==> config.mk <==
export PLATFORM = sky130hd
export DESIGN_NAME = bpt_accum
export DESIGN_NICKNAME = d
export VERILOG_FILES = /design/src/rtl/core/bpt_pkg.sv /design/src/rtl/core/bpt_accum.sv
export SDC_FILE = /design/constraint.sdc
export NUM_CORES = 1
export LEC_CHECK = 0
export BUFFER_PORTS_ARGS = -buffer_cell sky130_fd_sc_hd__clkbuf_2
export CAP_MARGIN = 20
export CORE_AREA = 2 2 178 180
export CTS_BUF_LIST = sky130_fd_sc_hd__clkbuf_8
export CTS_CLUSTER_DIAMETER = 120
export DETAILED_ROUTE_END_ITERATION = 16
export DIE_AREA = 0 0 180 182
export HOLD_SLACK_MARGIN = 0.05
export MAX_ROUTING_LAYER = met4
export PLACE_DENSITY_LB_ADDON = 0.1
export SYNTH_ARGS = -nofsm -noshare
export SYNTH_HDL_FRONTEND = slang
export SYNTH_SLANG_ARGS = --single-unit
==> constraint.sdc <==
create_clock -name clk -period 14.5 [get_ports clk]
set_input_delay 0.725 -clock clk [delete_from_list [all_inputs] [get_ports clk]]
set_output_delay 0.725 -clock clk [all_outputs]
set_load 0.01 [all_outputs]
==> src/rtl/core/bpt_pkg.sv <==
// Shared types, widths and arithmetic helpers for the Brownian particle tick core.
package bpt_pkg;

  // Store geometry and position format
  localparam int MAX_PARTICLES = 1024;
  localparam int IDX_W         = $clog2(MAX_PARTICLES);
  localparam int POS_W         = 24;
  localparam int FRAC_BITS     = 16;

  // Field widths fixed by the interface
  localparam int INDEX_W = 10;
  localparam int LOAD_W  = 24;
  localparam int NOISE_W = 16;
  localparam int DRAW_W  = 16;
  localparam int BOX_W   = 23;
  localparam int SCALE_W = 16;
  localparam int RAD_W   = 32;
  localparam int THR_W   = 17;
  localparam int CNT_W   = 11;
  localparam int FLASH_W = 11;
  localparam int SQACC_W = 43;
  localparam int TICK_W  = 32;

  // APB register file
  localparam int DATA_W     = 32;
  localparam int ADDR_W     = 5;
  localparam int REG_SEL_LO = 2;

  // Derived datapath widths
  localparam int PROD_W      = SCALE_W + 1 + NOISE_W;
  localparam int ROUND_SHIFT = 12;
  localparam int ROUND_HALF  = 2 ** (ROUND_SHIFT - 1);
  localparam int STEP_W      = PROD_W - ROUND_SHIFT;
  localparam int SUM_W       = POS_W + 1;
  localparam int WRAP_W      = POS_W + 2;
  localparam int SQ_W        = 2 * POS_W - 1;
  localparam int DSQ_W       = 2 * WRAP_W - 1;
  localparam int DISP_W      = DSQ_W + 1 - FRAC_BITS;

  // Reset values of the registers
  localparam logic [BOX_W-1:0]   BOX_RESET    = BOX_W'(1036188);
  localparam logic [SCALE_W-1:0] SCALE_RESET  = SCALE_W'(7179);
  localparam logic [RAD_W-1:0]   RADIUS_RESET = RAD_W'(65536);
  localparam logic [THR_W-1:0]   THRESH_RESET = THR_W'(52429);
  localparam logic [CNT_W-1:0]   COUNT_RESET  = CNT_W'(300);

  localparam logic [FLASH_W-1:0] FLASH_MAX = '1;
  localparam logic [SQACC_W-1:0] SQACC_MAX = '1;

  // Item commands
  localparam logic CMD_LOAD = 1'b0;
  localparam logic CMD_STEP = 1'b1;

  typedef enum logic [2:0] {
    REG_BOX_LENGTH  = 3'd0,
    REG_STEP_SCALE  = 3'd1,
    REG_RADIUS_SQ   = 3'd2,
    REG_THRESHOLD   = 3'd3,
    REG_PART_COUNT  = 3'd4
  } reg_idx_t;

  typedef logic signed [POS_W-1:0]  pos_t;
  typedef logic signed [PROD_W-1:0] prod_t;
  typedef logic signed [STEP_W-1:0] step_t;
  typedef logic signed [SUM_W-1:0]  sum_t;
  typedef logic signed [WRAP_W-1:0] wrap_t;

  localparam wrap_t POS_HI = wrap_t'(2 ** (POS_W - 1) - 1);
  localparam wrap_t POS_LO = -POS_HI - wrap_t'(1);

  typedef struct packed {
    pos_t x;
    pos_t y;
  } xy_t;

  typedef struct packed {
    logic [BOX_W-1:0]   box_len;
    logic [SCALE_W-1:0] step_scale;
    logic [RAD_W-1:0]   radius_sq;
    logic [THR_W-1:0]   threshold;
    logic [INDEX_W-1:0] last_idx;
  } cfg_t;

  typedef struct packed {
    logic                      cmd;
    logic [INDEX_W-1:0]        idx;
    logic signed [LOAD_W-1:0]  load_x;
    logic signed [LOAD_W-1:0]  load_y;
    logic signed [NOISE_W-1:0] noise_x;
    logic signed [NOISE_W-1:0] noise_y;
    logic [DRAW_W-1:0]         draw;
  } item_t;

  // Particle state as it travels down the pipe
  typedef struct packed {
    logic               cmd;
    logic [INDEX_W-1:0] idx;
    logic [DRAW_W-1:0]  draw;
    xy_t                pos;
    xy_t                start;
  } track_t;

  // Bypass view of one stage for the read-modify-write hazard
  typedef struct packed {
    logic               valid;
    logic [INDEX_W-1:0] idx;
    xy_t                pos;
    xy_t                start;
  } fwd_t;

  typedef struct packed {
    track_t             trk;
    logic               flash;
    logic [DSQ_W-1:0]   dxx;
    logic [DSQ_W-1:0]   dyy;
  } meas_t;

  typedef struct packed {
    xy_t                pos;
    logic               flashed;
    logic               done;
    logic [FLASH_W-1:0] ftot;
    logic [SQACC_W-1:0] dsum;
    logic [TICK_W-1:0]  tnum;
  } result_t;

  // Round the Q4.28 displacement to Q.16, floor after adding half
  function automatic step_t step_round(input prod_t p);
    logic signed [PROD_W:0] t;
    t = (PROD_W + 1)'(p) + (PROD_W + 1)'(ROUND_HALF);
    return step_t'(t >>> ROUND_SHIFT);
  endfunction

  // One periodic correction; ties stay
  function automatic wrap_t wrap_once(input sum_t v, input logic [BOX_W-1:0] len);
    wrap_t v2;
    wrap_t l;
    v2 = wrap_t'(v) <<< 1;
    l  = wrap_t'({1'b0, len});
    if (v2 > l) begin
      return wrap_t'(v) - l;
    end else if (v2 < -l) begin
      return wrap_t'(v) + l;
    end
    return wrap_t'(v);
  endfunction

  function automatic pos_t sat_pos(input wrap_t v);
    if (v > POS_HI) begin
      return pos_t'(POS_HI);
    end else if (v < POS_LO) begin
      return pos_t'(POS_LO);
    end
    return pos_t'(v);
  endfunction

endpackage

==> src/rtl/core/bpt_accum.sv <==
// Tick accumulators, tick close and the output register.
module bpt_accum import bpt_pkg::*; (
  input  logic    clk,
  input  logic    rst,
  input  logic    advance,
  input  cfg_t    cfg,
  input  logic    s5_valid,
  input  meas_t   s5,
  output logic    out_valid,
  output result_t res
);

  logic [FLASH_W-1:0] flash_acc;
  logic [SQACC_W-1:0] sq_acc;
  logic [TICK_W-1:0]  tick_count;

  logic [DSQ_W:0]     dsq_sum;
  logic [DISP_W-1:0]  disp;
  logic [SQACC_W:0]   acc_sum;
  logic               is_step;
  logic               close;
  logic [FLASH_W-1:0] flash_acc_next;
  logic [SQACC_W-1:0] sq_acc_next;
  result_t            res_next;

  // Saturating sums including this particle
  always_comb begin
    dsq_sum = (DSQ_W + 1)'(s5.dxx) + (DSQ_W + 1)'(s5.dyy);
    disp    = DISP_W'(dsq_sum >> FRAC_BITS);
    acc_sum = (SQACC_W + 1)'(sq_acc) + (SQACC_W + 1)'(disp);
    is_step = (s5.trk.cmd == CMD_STEP);
    close   = is_step && (s5.trk.idx == cfg.last_idx);

    flash_acc_next = flash_acc;
    if (s5.flash && flash_acc < FLASH_MAX) begin
      flash_acc_next = flash_acc + 1'b1;
    end
    sq_acc_next = acc_sum[SQACC_W] ? SQACC_MAX : acc_sum[SQACC_W-1:0];

    res_next         = '0;
    res_next.pos     = s5.trk.pos;
    res_next.flashed = s5.flash;
    if (close) begin
      res_next.done = 1'b1;
      res_next.ftot = flash_acc_next;
      res_next.dsum = sq_acc_next;
      res_next.tnum = tick_count;
    end
  end

  // Update totals on steps; clear them when a tick closes
  always_ff @(posedge clk) begin
    if (rst) begin
      flash_acc  <= '0;
      sq_acc     <= '0;
      tick_count <= '0;
    end else if (advance && s5_valid && is_step) begin
      if (close) begin
        flash_acc  <= '0;
        sq_acc     <= '0;
        tick_count <= tick_count + 1'b1;
      end else begin
        flash_acc <= flash_acc_next;
        sq_acc    <= sq_acc_next;
      end
    end
  end

  // Output register
  always_ff @(posedge clk) begin
    if (rst) begin
      out_valid <= 1'b0;
    end else if (advance) begin
      out_valid <= s5_valid;
    end
  end

  always_ff @(posedge clk) begin
    if (advance) begin
      res <= res_next;
    end
  end

endmodule

## After elaboration in Yosys (flattened, before gate mapping)

Index checks and enable logic that the tools add are counted.

- Bits of input ports: 328
- Output and inout bits: 137
- Word-level logic and storage cells: 27
- Register bits: 223

- Equal/unequal tests: 1
- Magnitude comparators: 1
- Reduce and logical (&&, ||, !) cells: 5
- Mux-type cells: 5
- $add $sub $neg: 4

Operator list:

| kind | number |
|---|---|
| $mux W87 | 1 |
| $mux W43 | 2 |
| $add A51 B51 Y52 | 1 |
| $add A43 B36 Y44 | 1 |
| $add A32 B1 Y32 const B | 1 |
| $mux W11 | 2 |
| $add A11 B1 Y11 const B | 1 |
| $lt A11 B11 Y1 const B | 1 |
| $eq A10 B10 Y1 | 1 |
| $logic_and A1 B1 Y1 | 4 |
| $reduce_and A2 Y1 | 1 |

## Logic depth before layout (Yosys ltp)

- Depth after elaboration: 4
- Depth in mapped cells: 22
- Mapped depth without buffers: 20

## Least setup slack after synthesis

OpenSTA, ideal clock, no wires.

- Kind: input port to flip-flop
- Start: in s5[1] in the netlist's numbering
- End: reg res[54] in the netlist's numbering, data pin
- Required time: 14.234 ns
- Arrival time: 5.035 ns
- Stages: 20
- Setup slack: 9.199 ns
- Library setup time: 0.266 ns
- Buffers on the path: 1
- Cells stage by stage: ha_1 > a311oi_4 > o221ai_2 > a31o_1 > a2111oi_2 > nor2_2 > a41oi_4 > o21ai_2 > or4b_1 > nand3_1 > ha_1 > a21o_1 > a31o_2 > a31oi_1 > nor2_1 > o41ai_2 > nor3_2 > buf_2 > nor2_1 > nor2_1

- Cells in the longest elaborated chain, start to end: 3

RTL lines:

| what | line | text |
|---|---|---|
| start, declared | bpt_accum.sv:8 | `input meas_t s5,` |
| $add A51 B51 Y52 | bpt_accum.sv:28 | `dsq_sum = (DSQ_W + 1)'(s5.dxx) + (DSQ_W + 1)'(s5.dyy);` |
| $add A43 B36 Y44 | bpt_accum.sv:30 | `acc_sum = (SQACC_W + 1)'(sq_acc) + (SQACC_W + 1)'(disp);` |
| $mux W43 | bpt_accum.sv:38 | `sq_acc_next = acc_sum[SQACC_W] ? SQACC_MAX : acc_sum[SQACC_W-1:0];` |
| end signal, assigned | bpt_accum.sv:80 | `res <= res_next;` |
| end, declared | bpt_accum.sv:10 | `output result_t res` |

No other way between the ends.
A chain may end at the register's enable or synchronous reset.

## Worst setup path in the final report

- Start: in s5[14] in the netlist's numbering
- End: reg res[69] in the netlist's numbering, data pin

The elaborated chain is that of the path after synthesis.

==> summary.md <==
| Metric | Value |
|---|---|
| Status | finished clean |
| Mapped Nets | ~1800 |
| Synth Warn # | 0 |
| Detail Route Antenna Nets | 0 |
| Root Driver | clkbuf_8 |
| Synthesized area | between 0.01 and 0.015 sq mm |
| Fraction of layout cells with a size suffix above 1 | between 20% and 30% |
| Total GRT Usage | 22.9% |
| Total design power | ~1600 uW |
| Starting Density | 41.1% |
| DPL Wire Length | about 28 mm |
| Cell leakage power | about 0.0066 uW |
| Total CTS buffers | 38 |
| Post-synth top flop | edfxtp_1 |
| Die Span X | ~180 um |
| Area post-placement | around 0.015 sq mm |
| Final hold slack | 0.358 ns |
| Tcrit/Tclk final | around 40% |
| GRT Residual Overflow | 0 |
| Fin. Hold Viols | 0 |
| Core area | roughly 0.031 sq mm |
| Highest metal used | met4 |
| Synth cell types | 70 |
| Seq/Total Area, Yosys | a little under half |
| Initial drt markers | around 560 |
| Drt total wl | between 30 and 40 mm |
| Worst Path Max Fanout | 13 |
| Min Clock Period, post-route | approximately 5.8 ns |
| Routability congestion estimate | about 0.88 |
| Area grow syn2layout | 20.9% |
| DIE HEIGHT | 182 um |
| Setup TNS Final | 0 ns |
| Endpoints failing setup | 0 |
| Vias in the first global route | about 11000 |
| Final Max Slew Viols | 0 |
| Deepest clock path buffer count | 3 |
| Post-CTS Setup Bufs | 0 |
| Post-Route Skew | slightly above 0.03 ns |
| Reg area | just under 0.006 sq mm |
| CTS Hold Bufs | 0 |
| Clk_lat worst skew | between 0.5 and 0.6 ns |
| Unrepaired setup endpoints after global routing | false |
| Async S/R FF share, synth | 0% |
| Hold/Removal Path Class | in -> reg |
| IO Count | approximately 470 |
| Cell Pwr Density | 107 mW/mm^2 |
| Routed wl met3 | 2.30 mm |
| Post-Syn Instances | ~1300 |
| Setup crit end kind | flip-flop |
| Number of flops mapped to enable cells by yosys | approximately 140 |
| Worst slew pin tran | between 0.9 and 1 ns |
| Drt wl/cell | 17.9 um |
| Total clock sinks | between 200 and 250 |
| Routed length on met1 | between 15 and 20 mm |
| Mapped Avg Cell Area | approximately 9.6 sq um |
| Worst VDD drop | 53.7 uV |
| Area of the multi-input gates | ~0.0067 sq mm |
| CTS tree | done |
| Die area | 0.0328 sq mm |
| Post-CTS sizing | 0 |
| Slew headroom | between 30% and 40% |
| Kind of critical path | in -> reg |
| Via count | 10900 |
| First-pass GRT wire length | roughly 58 mm |
| Crit start category | primary input |
| Design Area, Final | around 0.015 sq mm |
| H-tree level count | 2 |
| Required @ worst endpoint | 14.75 ns |
| Post-synthesis sequential element count | 223 |
| DRT Pass-1 Iters | 7 |
| Pin count of the biggest net entering global routing | 78 |
| Port Buffers | 312 |
| Worst-path clk slew | ~0.060 ns |
| Number of nets in the layout | 2066 |
| Number of vias per cell | ~5.3 |
| Crit path DAT | about 6 ns |
| DRC errors left | 0 |
| Length of routed met2 wiring | around 17 mm |
| Max Cap Viol | 0 |
| Row count | 65 |
| Initial antenna violation count | 2 |
| Fmax | approximately 170 MHz |
| Filler cell count | roughly 3000 |
## synthesized netlist by cell type (3+ instances only)
| cell | n | area (sq um) |
|---|---|---|
| xor2_1 | 43 | 377 |
| a22o_1 | 3 | 26.3 |
| clkbuf_1 | 39 | 146 |
| nand2b_1 | 6 | 37.5 |
| mux2i_1 | 4 | 40.0 |
| o22ai_1 | 3 | 18.8 |
| a21oi_1 | 111 | 556 |
| o21ai_0 | 102 | 510 |
| o21bai_1 | 12 | 90.1 |
| o211ai_1 | 7 | 52.6 |
| nand3b_1 | 4 | 30.0 |
| edfxtp_1 | 136 | 4080 |
| or2_2 | 3 | 18.8 |
| a31oi_1 | 15 | 93.8 |
| nand3_1 | 33 | 165 |
| a221oi_1 | 5 | 43.8 |
| nor2b_1 | 8 | 50.1 |
| nor2_1 | 153 | 574 |
| and2_1 | 39 | 244 |
| xnor2_1 | 67 | 587 |
| a211oi_1 | 8 | 60.1 |
| and3_1 | 19 | 119 |
| dfxtp_1 | 87 | 1740 |
| a41oi_1 | 5 | 43.8 |
| buf_2 | 5 | 25.0 |
| o22a_1 | 3 | 26.3 |
| nor3b_1 | 3 | 22.5 |
| o21ai_1 | 3 | 15.0 |
| a31o_2 | 4 | 35.0 |
| or3_1 | 22 | 138 |
| o21a_1 | 8 | 60.1 |
| nor3_1 | 19 | 95.1 |
| ha_1 | 93 | 1160 |
| inv_1 | 26 | 97.6 |
| and4_1 | 10 | 87.6 |
| nor4_1 | 5 | 31.3 |
| o31ai_1 | 3 | 22.5 |
| a21o_1 | 28 | 210 |
| nand4_1 | 22 | 138 |
| nand2_1 | 128 | 480 |
## power breakdown
group | switching [uW] | leakage [uW] | internal (uW)
registers | 11.8 | 0.00205 | 702
logic | 248 | 0.00417 | 160
clock network | 253 | 0.000429 | 272
## layout make-up
cell class,count,share of cell area [%]
Antenna cell,1,0.0162
Clock buffer,43,3.84
Clock inverter,26,0.739
Inverter,27,0.658
Multi-Input combinational cell,1036,43.2
Sequential cell,223,37.8
Tap cell,402,3.26
Timing Repair Buffer,318,10.5
## stage by stage
step | instances | worst slack, ns | util [%]
2_1_floorplan | 1331 | 9.20 | -
3_3_place_gp | 2006 | 8.06 | 47.4
3_5_place_dp | 2006 | 8.12 | 47.4
4_1_cts | 2075 | 8.68 | 49.7
5_1_grt | 2076 | 8.28 | 49.7
6_report | 2076 | 8.67 | 49.7
## path summary, 6_finish.rpt
| kind | startpoint | endpoint | slack, ns | cells after the start |
|---|---|---|---|---|
| max | s5[14] | res[69] | 8.67 | 21 |
| min | s5[181] | res[118] | 0.36 | 1 |
| min reg2reg | sq_acc[13] | sq_acc[13] | 0.46 | 2 |
| max reg2reg | sq_acc[0] | res[70] | 10.74 | 11 |
## cells by family after synthesis
group	synth area share (%)
XOR/XNOR	7.56
buffers and inverters	2.17
AO/OA/AOI/OAI	17.1
flip-flops	45.7
adder cells (fa/ha/maj)	9.28
AND/OR/NAND/NOR	17.9
multiplexers	0.314
## cell usage in the layout (no fill, tap or decap), drive strengths merged, types with 10 or more instances in the layout
| cell | count |
|---|---|
| a21o | 28 |
| a21oi | 111 |
| a31oi | 15 |
| and2 | 39 |
| and3 | 19 |
| and4 | 10 |
| clkbuf | 354 |
| dfxtp | 87 |
| edfxtp | 136 |
| ha | 93 |
| inv | 47 |
| nand2 | 128 |
| nand3 | 33 |
| nand4 | 22 |
| nor2 | 154 |
| nor3 | 21 |
| o21ai | 106 |
| o21bai | 12 |
| or3 | 22 |
| xnor2 | 67 |
| xor2 | 43 |
## worst max-delay path, stage by stage
cell and delay [ns]:
clkbuf_2 0.12, ha_1 0.38, nand4_1 0.16, or3_1 0.44
nor4_1 0.26, or3_1 0.24, o21ai_1 0.16, o31ai_2 0.50
a21bo_2 0.25, a21oi_1 0.08, xnor2_1 0.27, ha_1 0.36
a21o_1 0.21, a21o_1 0.17, a21o_1 0.19, nand3_1 0.09
nand3b_1 0.12, o41ai_2 0.54, or3_1 0.50, and3_1 0.23
nor3_1 0.07
## flip-flops by register name, summed over array words and instances, names as in the netlist
name        cells
res           136
sq_acc         43
tick_count     32
flash_acc      11
out_valid       1
## per-layer routing
| metal | vias to the layer above | global-route usage, % |
|---|---|---|
| met3 | 39 | 3.95 |
| met2 | 367 | 35.8 |
| met4 | 0 | 4.39 |
| li1 | 5474 | - |
| met1 | 5046 | 31.3 |
| met5 | - | - |
No activity file was read; power rests on OpenSTA's default activity.
