`config.mk`:
```
export PLATFORM = sky130hd
export DESIGN_NAME = bpt_step
export DESIGN_NICKNAME = d
export VERILOG_FILES = /design/src/rtl/core/bpt_pkg.sv /design/src/rtl/core/bpt_step.sv
export SDC_FILE = /design/constraint.sdc
export NUM_CORES = 2
export LEC_CHECK = 0
export ABC_AREA = 1
export BUFFER_PORTS_ARGS = -buffer_cell sky130_fd_sc_hd__buf_2
export CORE_AREA = 5 5 317 319
export DETAILED_ROUTE_END_ITERATION = 7
export DIE_AREA = 0 0 322 324
export PLACE_DENSITY = 0.61
export SETUP_SLACK_MARGIN = 0.15
export SYNTH_ARGS = -nofsm -noshare
export SYNTH_HDL_FRONTEND = slang
export SYNTH_SLANG_ARGS = --single-unit
export TNS_END_PERCENT = 50
```
`constraint.sdc`:
```
create_clock -name clk -period 31.4 [get_ports clk]
set_clock_uncertainty 0.2 [all_clocks]
set_input_delay 9.42 -clock clk [delete_from_list [all_inputs] [get_ports clk]]
set_output_delay 9.42 -clock clk [all_outputs]
set_load 0.01 [all_outputs]
```
`src/rtl/core/bpt_pkg.sv`:
```
// Shared types, widths and arithmetic helpers for the Brownian particle tick core.
package bpt_pkg;

  // Store geometry and position format
  localparam int MAX_PARTICLES = 1024;
  localparam int IDX_W         = $clog2(MAX_PARTICLES);
  localparam int POS_W         = 24;
  localparam int FRAC_BITS     = 16;

  // Field widths fixed by the interface
  localparam int INDEX_W = 10;
  localparam int LOAD_W  = 24;
  localparam int NOISE_W = 16;
  localparam int DRAW_W  = 16;
  localparam int BOX_W   = 23;
  localparam int SCALE_W = 16;
  localparam int RAD_W   = 32;
  localparam int THR_W   = 17;
  localparam int CNT_W   = 11;
  localparam int FLASH_W = 11;
  localparam int SQACC_W = 43;
  localparam int TICK_W  = 32;

  // APB register file
  localparam int DATA_W     = 32;
  localparam int ADDR_W     = 5;
  localparam int REG_SEL_LO = 2;

  // Derived datapath widths
  localparam int PROD_W      = SCALE_W + 1 + NOISE_W;
  localparam int ROUND_SHIFT = 12;
  localparam int ROUND_HALF  = 2 ** (ROUND_SHIFT - 1);
  localparam int STEP_W      = PROD_W - ROUND_SHIFT;
  localparam int SUM_W       = POS_W + 1;
  localparam int WRAP_W      = POS_W + 2;
  localparam int SQ_W        = 2 * POS_W - 1;
  localparam int DSQ_W       = 2 * WRAP_W - 1;
  localparam int DISP_W      = DSQ_W + 1 - FRAC_BITS;

  // Reset values of the registers
  localparam logic [BOX_W-1:0]   BOX_RESET    = BOX_W'(1036188);
  localparam logic [SCALE_W-1:0] SCALE_RESET  = SCALE_W'(7179);
  localparam logic [RAD_W-1:0]   RADIUS_RESET = RAD_W'(65536);
  localparam logic [THR_W-1:0]   THRESH_RESET = THR_W'(52429);
  localparam logic [CNT_W-1:0]   COUNT_RESET  = CNT_W'(300);

  localparam logic [FLASH_W-1:0] FLASH_MAX = '1;
  localparam logic [SQACC_W-1:0] SQACC_MAX = '1;

  // Item commands
  localparam logic CMD_LOAD = 1'b0;
  localparam logic CMD_STEP = 1'b1;

  typedef enum logic [2:0] {
    REG_BOX_LENGTH  = 3'd0,
    REG_STEP_SCALE  = 3'd1,
    REG_RADIUS_SQ   = 3'd2,
    REG_THRESHOLD   = 3'd3,
    REG_PART_COUNT  = 3'd4
  } reg_idx_t;

  typedef logic signed [POS_W-1:0]  pos_t;
  typedef logic signed [PROD_W-1:0] prod_t;
  typedef logic signed [STEP_W-1:0] step_t;
  typedef logic signed [SUM_W-1:0]  sum_t;
  typedef logic signed [WRAP_W-1:0] wrap_t;

  localparam wrap_t POS_HI = wrap_t'(2 ** (POS_W - 1) - 1);
  localparam wrap_t POS_LO = -POS_HI - wrap_t'(1);

  typedef struct packed {
    pos_t x;
    pos_t y;
  } xy_t;

  typedef struct packed {
    logic [BOX_W-1:0]   box_len;
    logic [SCALE_W-1:0] step_scale;
    logic [RAD_W-1:0]   radius_sq;
    logic [THR_W-1:0]   threshold;
    logic [INDEX_W-1:0] last_idx;
  } cfg_t;

  typedef struct packed {
    logic                      cmd;
    logic [INDEX_W-1:0]        idx;
    logic signed [LOAD_W-1:0]  load_x;
    logic signed [LOAD_W-1:0]  load_y;
    logic signed [NOISE_W-1:0] noise_x;
    logic signed [NOISE_W-1:0] noise_y;
    logic [DRAW_W-1:0]         draw;
  } item_t;

  // Particle state as it travels down the pipe
  typedef struct packed {
    logic               cmd;
    logic [INDEX_W-1:0] idx;
    logic [DRAW_W-1:0]  draw;
    xy_t                pos;
    xy_t                start;
  } track_t;

  // Bypass view of one stage for the read-modify-write hazard
  typedef struct packed {
    logic               valid;
    logic [INDEX_W-1:0] idx;
    xy_t                pos;
    xy_t                start;
  } fwd_t;

  typedef struct packed {
    track_t             trk;
    logic               flash;
    logic [DSQ_W-1:0]   dxx;
    logic [DSQ_W-1:0]   dyy;
  } meas_t;

  typedef struct packed {
    xy_t                pos;
    logic               flashed;
    logic               done;
    logic [FLASH_W-1:0] ftot;
    logic [SQACC_W-1:0] dsum;
    logic [TICK_W-1:0]  tnum;
  } result_t;

  // Round the Q4.28 displacement to Q.16, floor after adding half
  function automatic step_t step_round(input prod_t p);
    logic signed [PROD_W:0] t;
    t = (PROD_W + 1)'(p) + (PROD_W + 1)'(ROUND_HALF);
    return step_t'(t >>> ROUND_SHIFT);
  endfunction

  // One periodic correction; ties stay
  function automatic wrap_t wrap_once(input sum_t v, input logic [BOX_W-1:0] len);
    wrap_t v2;
    wrap_t l;
    v2 = wrap_t'(v) <<< 1;
    l  = wrap_t'({1'b0, len});
    if (v2 > l) begin
      return wrap_t'(v) - l;
    end else if (v2 < -l) begin
      return wrap_t'(v) + l;
    end
    return wrap_t'(v);
  endfunction

  function automatic pos_t sat_pos(input wrap_t v);
    if (v > POS_HI) begin
      return pos_t'(POS_HI);
    end else if (v < POS_LO) begin
      return pos_t'(POS_LO);
    end
    return pos_t'(v);
  endfunction

endpackage

```
`src/rtl/core/bpt_step.sv`:
```
// Displacement multiply, store bypass, position update and periodic wrap.
module bpt_step import bpt_pkg::*; (
  input  logic   clk,
  input  logic   rst,
  input  logic   advance,
  input  cfg_t   cfg,
  input  logic   s1_valid,
  input  item_t  s1_item,
  input  xy_t    rd_pos,
  input  xy_t    rd_start,
  input  fwd_t   fwd4,
  input  fwd_t   fwd5,
  output logic   s3_valid,
  output track_t s3
);

  logic               s2_valid;
  logic               s2_cmd;
  logic [INDEX_W-1:0] s2_idx;
  xy_t                s2_load;
  logic [DRAW_W-1:0]  s2_draw;
  prod_t              s2_px;
  prod_t              s2_py;
  xy_t                s2_rd_pos;
  xy_t                s2_rd_start;

  prod_t px;
  prod_t py;
  fwd_t  fwd3;
  xy_t   base_pos;
  xy_t   base_start;
  sum_t  sum_x;
  sum_t  sum_y;
  xy_t   new_pos;
  xy_t   new_start;

  // Scale the noise samples
  always_comb begin
    px = $signed({1'b0, cfg.step_scale}) * $signed(s1_item.noise_x);
    py = $signed({1'b0, cfg.step_scale}) * $signed(s1_item.noise_y);
  end

  always_ff @(posedge clk) begin
    if (rst) begin
      s2_valid <= 1'b0;
    end else if (advance) begin
      s2_valid <= s1_valid;
    end
  end

  always_ff @(posedge clk) begin
    if (advance) begin
      s2_cmd      <= s1_item.cmd;
      s2_idx      <= s1_item.idx;
      s2_load.x   <= sat_pos(wrap_t'($signed(s1_item.load_x)));
      s2_load.y   <= sat_pos(wrap_t'($signed(s1_item.load_y)));
      s2_draw     <= s1_item.draw;
      s2_px       <= px;
      s2_py       <= py;
      s2_rd_pos   <= rd_pos;
      s2_rd_start <= rd_start;
    end
  end

  assign fwd3 = '{valid: s3_valid, idx: s3.idx, pos: s3.pos, start: s3.start};

  // Take the newest in-flight copy of this particle, else the store
  always_comb begin
    base_pos   = s2_rd_pos;
    base_start = s2_rd_start;
    priority if (fwd3.valid && fwd3.idx[IDX_W-1:0] == s2_idx[IDX_W-1:0]) begin
      base_pos   = fwd3.pos;
      base_start = fwd3.start;
    end else if (fwd4.valid && fwd4.idx[IDX_W-1:0] == s2_idx[IDX_W-1:0]) begin
      base_pos   = fwd4.pos;
      base_start = fwd4.start;
    end else if (fwd5.valid && fwd5.idx[IDX_W-1:0] == s2_idx[IDX_W-1:0]) begin
      base_pos   = fwd5.pos;
      base_start = fwd5.start;
    end else begin
      base_pos   = s2_rd_pos;
      base_start = s2_rd_start;
    end
  end

  // Advance, wrap once and saturate; a load replaces both positions
  always_comb begin
    sum_x = SUM_W'($signed(base_pos.x)) + SUM_W'(step_round(s2_px));
    sum_y = SUM_W'($signed(base_pos.y)) + SUM_W'(step_round(s2_py));
    if (s2_cmd == CMD_LOAD) begin
      new_pos   = s2_load;
      new_start = s2_load;
    end else begin
      new_pos.x = sat_pos(wrap_once(sum_x, cfg.box_len));
      new_pos.y = sat_pos(wrap_once(sum_y, cfg.box_len));
      new_start = base_start;
    end
  end

  always_ff @(posedge clk) begin
    if (rst) begin
      s3_valid <= 1'b0;
    end else if (advance) begin
      s3_valid <= s2_valid;
    end
  end

  always_ff @(posedge clk) begin
    if (advance) begin
      s3.cmd   <= s2_cmd;
      s3.idx   <= s2_idx;
      s3.draw  <= s2_draw;
      s3.pos   <= new_pos;
      s3.start <= new_start;
    end
  end

endmodule

```
After elaboration in Yosys (flattened, before gate mapping):

Cells that the tools add are included.

* eq/ne operators: 4
* bitwise gates (word level): 0
* shifts and indexed selects: 0
* $mul: 2
* magnitude comparators: 12
* divide/modulo/power cells: 0
* reduce and logical (&&, ||, !) cells: 4
* $add $sub $neg: 9
* multiplexer cells: 46

Operator list (number)
* $mux W48: 8
* $mux W24: 12
* $mux W26: 8
* $add A33 B13 Y33 const B: 2
* $mul A17 B16 Y33: 2
* $add A25 B24 Y26: 2
* $gt A26 B24 Y1: 2
* $gt A26 B24 Y1 const B: 2
* $lt A26 B24 Y1 const B: 2
* $lt A26 B26 Y1: 2
* $sub A25 B24 Y26: 2
* $add A24 B21 Y25: 2
* $gt A24 B24 Y1 const B: 2
* $lt A24 B24 Y1 const B: 2
* $eq A10 B10 Y1: 3
* $neg A23 Y26: 1
* $mux W1: 18
* $logic_and A1 B1 Y1: 3
* $ne A2 B2 Y1 const B: 1
* $reduce_and A2 Y1: 1

* logic and storage cells: 97
* latch bits: 0
* bits in read-only memories: 0
* bits in registers: 362
* memories: 0
* memory bits (writable): 0

Depth between registers and ports, before layout:

* depth after elaboration: 18
* gate-level depth with buffers: 57

Least setup slack after synthesis:

No wires, ideal clock.

* path type: input to register
* start: input port fwd5[102] (netlist bit)
* end: register s3[86] (netlist bit) (data pin)
* stages: 51
* buffers on the path: 4
* arrival: 16.024 ns
* path slack: 14.923 ns
* path through: inv_1 > nand2_1 > o21ai_0 > a211o_1 > nor4_1 > and2_1 > clkbuf_1 > buf_2 > mux2_2 > nor2_1 > o22ai_1 > ha_1 > fa_1 > nand3_1 > nand2_1 > a31oi_1 > o21ai_0 > or2_2 > (+15 left out) > o21ai_0 > fa_1 > nand3_1 > nand2_1 > nand2_1 > o211ai_1 > a21oi_1 > o21ai_0 > xor2_1 > nand2_1 > nand2_1 > nand2_1 > nand3_2 > buf_2 > nand2_1 > nand2_1 > nand2_1 > nand2_1

RTL lines
* from (decl): RTL line bpt_step.sv:12 `input fwd_t fwd5,`
* to (decl): RTL line bpt_step.sv:14 `output track_t s3`

==> impl_results.html <==
<table>
<tr><th>Metric</th><th>Value</th></tr>
<tr><th colspan="2">Drt</th></tr>
<tr><td>Detailed Route Iter0 Violations</td><td>2887</td></tr>
<tr><td>Vias</td><td>36.4k</td></tr>
<tr><td>DRC violation count after routing</td><td>0</td></tr>
<tr><td>Length of the first detailed-routing pass in iterations</td><td>6</td></tr>
<tr><td>Avg WL per Cell</td><td>21.6 um</td></tr>
<tr><td>DRT antenna net count</td><td>0</td></tr>
<tr><td>Detailed-route vias per instance</td><td>5.29</td></tr>
<tr><td>Final wirelength</td><td>148 mm</td></tr>
<tr><th colspan="2">Synthesis</th></tr>
<tr><td>Combinational family with the most area after synthesis</td><td>adder cells</td></tr>
<tr><td>Average cell area after synthesis</td><td>8.09 sq um</td></tr>
<tr><td>Leading register cell type out of synthesis</td><td>sky130_fd_sc_hd__edfxtp_1</td></tr>
<tr><td>Total nets after synthesis</td><td>6457</td></tr>
<tr><td>Multiplexer fraction of the synthesized cell area</td><td>0.0133</td></tr>
<tr><td>Synthesized area</td><td>41400 sq um</td></tr>
<tr><td>Async set-reset flop share out of synthesis</td><td>0</td></tr>
<tr><td>Arithmetic-cell share of the synthesized area counting full adders, half adders and majority gates</td><td>0.319</td></tr>
<tr><td>Count of yosys warnings during synthesis</td><td>0</td></tr>
<tr><td>Count of flip-flops with a built-in enable after synthesis</td><td>338</td></tr>
<tr><td>Part of the Yosys area used for sequential elements</td><td>0.246</td></tr>
<tr><td>Number of library cell types mapped by synthesis</td><td>59</td></tr>
<tr><td>Xor and xnor fraction of the mapped netlist area</td><td>0.0387</td></tr>
<tr><td>Compound-cell area share of the yosys netlist</td><td>0.0927</td></tr>
<tr><td>Post-synthesis cell count</td><td>5117</td></tr>
<tr><td>Simple-gate portion of the synthesized area</td><td>0.172</td></tr>
<tr><td>Synthesis-stage register bit count</td><td>340</td></tr>
<tr><th colspan="2">Global route</th></tr>
<tr><td>Met3 track demand over resource in global routing</td><td>0.0767</td></tr>
<tr><td>Routing layer with the top usage in global route</td><td>met2</td></tr>
<tr><td>Met1 layer usage reported by global route</td><td>0.383</td></tr>
<tr><td>Global-route usage over all layers</td><td>0.274</td></tr>
<tr><td>Grt met2 use</td><td>0.408</td></tr>
<tr><td>Number of global-route vias before repair</td><td>34.9k</td></tr>
<tr><td>Number of antenna violations at the first check in global routing</td><td>53</td></tr>
<tr><td>Leftover overflow at the end of global routing</td><td>0</td></tr>
<tr><td>First-pass GRT wire length</td><td>215 mm</td></tr>
<tr><td>Pin count of the biggest net entering global routing</td><td>165</td></tr>
<tr><th colspan="2">Critical path</th></tr>
<tr><td>Crit path launch type</td><td>input port</td></tr>
<tr><td>Critical path's top delay family</td><td>simple AND/OR/NAND/NOR gates</td></tr>
<tr><td>Data required time at the worst endpoint</td><td>31.56 ns</td></tr>
<tr><td>Critical path capture point type</td><td>register</td></tr>
<tr><td>Startpoint of the worst-slack reg-to-reg timing path</td><td>s2_idx[6]</td></tr>
<tr><td>Largest stage delay on the critical path</td><td>0.69 ns</td></tr>
<tr><td>CP Launch Point</td><td>fwd4[105]</td></tr>
<tr><td>Maximum fanout count along the critical path</td><td>56</td></tr>
<tr><td>Max stage delay cell, worst path</td><td>sky130_fd_sc_hd__buf_4</td></tr>
<tr><td>Critical path start-end classification</td><td>input port to register</td></tr>
<tr><td>CP bufs+invs</td><td>7</td></tr>
<tr><td>Cell with the most instances on the worst path</td><td>sky130_fd_sc_hd__nand2_1</td></tr>
<tr><td>Critical path arrival</td><td>19.12 ns</td></tr>
<tr><th colspan="2">Pwr</th></tr>
<tr><td>Leakage power total</td><td>24.8 nW</td></tr>
<tr><td>Pwr Density</td><td>127 nW/um^2</td></tr>
<tr><td>Worst ir drop on vdd</td><td>0.000112 V</td></tr>
<tr><th colspan="2">Final layout</th></tr>
<tr><td>Cell area after layout</td><td>46600 sq um</td></tr>
<tr><td>Proportion of layout cells with a drive suffix above 1</td><td>0.139</td></tr>
<tr><td>Total of fill cells in the finished design</td><td>9722</td></tr>
<tr><td># nets final</td><td>6874</td></tr>
<tr><td>Non-filler instance count after layout</td><td>6874</td></tr>
<tr><td>Layout-stage area growth over the synthesis result</td><td>12.6%</td></tr>
<tr><th colspan="2">Timing</th></tr>
<tr><td>Shortest period the worst path allows</td><td>18.96 ns</td></tr>
<tr><td>Setup repair after global routing missed its margin</td><td>no</td></tr>
<tr><td>Final number of setup-violating endpoints</td><td>0</td></tr>
<tr><td>Transition time at the pin with the least slew margin</td><td>1.15 ns</td></tr>
<tr><td>Final critical-path share of the clock period</td><td>0.604</td></tr>
<tr><td>Final TNS setup</td><td>0 ns</td></tr>
<tr><td>Relative slew slack</td><td>0.222</td></tr>
<tr><td>Peak clock frequency supported by timing</td><td>52.7 MHz</td></tr>
<tr><td>Final Max Tran Viols</td><td>0</td></tr>
<tr><td>Number of hold violations in the final report</td><td>0</td></tr>
<tr><th colspan="2">Clock tree</th></tr>
<tr><td>Total clock buffers created by CTS</td><td>42</td></tr>
<tr><td>CTS HTree Levels</td><td>2</td></tr>
<tr><td>Hold-fix buffer count after cts</td><td>0</td></tr>
<tr><td>CTS resizes</td><td>0</td></tr>
<tr><td>Clock edge transition at the registers on the reported setup and hold paths</td><td>0.06 ns</td></tr>
<tr><td>CTS max path bufs</td><td>3</td></tr>
<tr><td>Root buffer cell</td><td>sky130_fd_sc_hd__clkbuf_16</td></tr>
<tr><td>Total number of clock tree sinks</td><td>340</td></tr>
<tr><td>Insertion delay to the later sink of the worst-skew pair</td><td>0.65 ns</td></tr>
<tr><td>Count of buffers added by post-CTS timing repair for setup</td><td>0</td></tr>
<tr><td>Clock tree from TritonCTS</td><td>done</td></tr>
<tr><th colspan="2">Min path</th></tr>
<tr><td>Hold Crit Start</td><td>s2_draw[5]</td></tr>
<tr><td>Hold crit path type</td><td>register to register</td></tr>
<tr><th colspan="2">Placed design</th></tr>
<tr><td>Count of placed standard cells including taps</td><td>6777</td></tr>
<tr><td>Routability-driven placement congestion ratio</td><td>0.999</td></tr>
<tr><td>Estimated wirelength of the detail-placed design</td><td>120 mm</td></tr>
<tr><td>Total cell area at the placement stage</td><td>45300 sq um</td></tr>
<tr><td>Count of buffers inserted at the top-level ports</td><td>583</td></tr>
<tr><th colspan="2">Job</th></tr>
<tr><td>Max-cap violations</td><td>0</td></tr>
<tr><th colspan="2">Die</th></tr>
<tr><td>Die ar.</td><td>104000 sq um</td></tr>
<tr><td>Number of placed I/O pins</td><td>643</td></tr>
<tr><td>Die span in y</td><td>324 um</td></tr>
<tr><td>Core box area</td><td>97600 sq um</td></tr>
<tr><td>Die span in x</td><td>322 um</td></tr>
<tr><td>Number of cell rows</td><td>115</td></tr>
<tr><td>Starting density of the core</td><td>0.424</td></tr>
<tr><th colspan="2">Status</th></tr>
<tr><td>Run status</td><td>finished clean</td></tr>
</table>
synthesized netlist by cell type (all sizes together), types with 3 or more instances:
master,instances,area [sq um]
nand2,1264,4770
inv,1046,3930
ha,431,5390
fa,390,7810
edfxtp,338,10100
o21ai,285,1430
nor2,251,945
clkbuf,209,785
a21oi,203,1020
xor2,126,1100
nand3,116,653
xnor2,57,499
o22ai,53,332
mux2,48,541
nor3,45,241
a211oi,40,300
nand4,38,238
buf,32,176
a31oi,17,106
o221ai,17,149
nor4,15,93.8
o21bai,15,113
a21o,11,82.6
o21a,11,82.6
or2,10,65.1
o211ai,8,60.1
nand3b,6,45.0
a21boi,5,37.5
o31ai,5,37.5
nor3b,4,40.0
o2111ai,4,35.0
and2,3,18.8
area by class of cell:
cell class,instances,area (sq um),area share
Multi-Input combinational cell,3489,26300,0.565
Sequential cell,340,10200,0.219
Inverter,1047,3930,0.0844
Timing Repair Buffer,614,3190,0.0684
Tap cell,1287,1610,0.0346
Clock buffer,47,1070,0.0230
Clock inverter,25,219,0.00470
Antenna cell,25,62.6,0.00134
worst register-to-register path, delay by kind of cell, from the launching register on:
family	cells	cell delay (ns)
XOR/XNOR	1	0.56
AO/OA/AOI/OAI	10	2.13
AND/OR/NAND/NOR	31	4.19
flip-flops	1	0.43
buffers and inverters	6	1.57
adder cells (fa/ha/maj)	4	1.26
state kept, by name, indices dropped and copies added, names as in the netlist:
| signal | cells |
|---|---|
| s2_cmd | 1 |
| s2_draw | 16 |
| s2_idx | 10 |
| s2_load | 48 |
| s2_px | 22 |
| s2_py | 22 |
| s2_rd_pos | 48 |
| s2_rd_start | 48 |
| s2_valid | 1 |
| s3 | 123 |
| s3_valid | 1 |
per-layer routing:
metal | share of wire | vias to the layer above
met1 | 0.42 | 17466
met2 | 0.43 | 1587
met5 | 0.00092 | -
met4 | 0.040 | 22
met3 | 0.11 | 270
li1 | - | 17025
worst paths after layout:
| path | to | slack [ns] | cells after the start |
|---|---|---|---|
| setup / recovery | s3[63] | 12.44 | 53 |
| hold / removal | s3[101] | 0.19 | 0 |
| setup reg to reg | s3[63] | 20.75 | 52 |
| hold reg to reg | s3[101] | 0.19 | 0 |
cells in the final DEF, fill, tap and decap left out, types with 9 or more instances in the layout:
cell type / instances
sky130_fd_sc_hd__mux2_2: 48
sky130_fd_sc_hd__xnor2_1: 57
sky130_fd_sc_hd__inv_1: 1040
sky130_fd_sc_hd__o21ai_0: 284
sky130_fd_sc_hd__nor3_1: 43
sky130_fd_sc_hd__fa_1: 390
sky130_fd_sc_hd__buf_2: 582
sky130_fd_sc_hd__ha_1: 431
sky130_fd_sc_hd__nand3_1: 103
sky130_fd_sc_hd__a31oi_1: 17
sky130_fd_sc_hd__or2_2: 9
sky130_fd_sc_hd__buf_4: 29
sky130_fd_sc_hd__o221ai_1: 17
sky130_fd_sc_hd__clkbuf_16: 42
sky130_fd_sc_hd__nand2_1: 1253
sky130_fd_sc_hd__xor2_1: 126
sky130_fd_sc_hd__nand3_2: 12
sky130_fd_sc_hd__o21bai_1: 15
sky130_fd_sc_hd__clkinv_2: 10
sky130_fd_sc_hd__diode_2: 25
sky130_fd_sc_hd__nor2_1: 250
sky130_fd_sc_hd__edfxtp_1: 338
sky130_fd_sc_hd__nand2_2: 9
sky130_fd_sc_hd__o21a_1: 11
sky130_fd_sc_hd__nand4_1: 38
sky130_fd_sc_hd__a211oi_1: 40
sky130_fd_sc_hd__nor4_1: 15
sky130_fd_sc_hd__a21oi_1: 203
sky130_fd_sc_hd__o22ai_1: 53
sky130_fd_sc_hd__a21o_1: 11
where the power goes:
| group | switching, mW | leakage (nW) | internal (mW) |
|---|---|---|---|
| registers | 0.0793 | 3.33 | 0.737 |
| clock network | 0.218 | 0.621 | 0.256 |
| logic | 2.99 | 20.8 | 1.64 |
| total | 3.29 | 24.8 | 2.63 |
stage by stage:
step / worst slack (ns) / power (mW) / hold WS [ns] / utilization
global route: 11.67 / 6.53 / 0.211 / 0.478
detailed placement: 11.97 / 5.35 / 0.206 / 0.464
CTS: 12.61 / 5.87 / 0.186 / 0.477
floorplan: 14.92 / 4.03 / 0.200 / -
finish: 12.44 / 5.92 / 0.189 / 0.478
global placement: 12.02 / 5.32 / 0.200 / 0.464
kinds of logic (layout without fill, tap and decap cells):
| family | count (synthesis) | after routing |
|---|---|---|
| xor+xnor | 183 | 183 |
| mux | 49 | 49 |
| simple gates | 1755 | 1755 |
| compound gates | 681 | 681 |
| other cells | 0 | 25 |
| fa+ha+maj | 821 | 821 |
| buf+inv | 1288 | 1733 |
| flops | 340 | 340 |
Note: power is estimated with default switching activity, not from simulation.
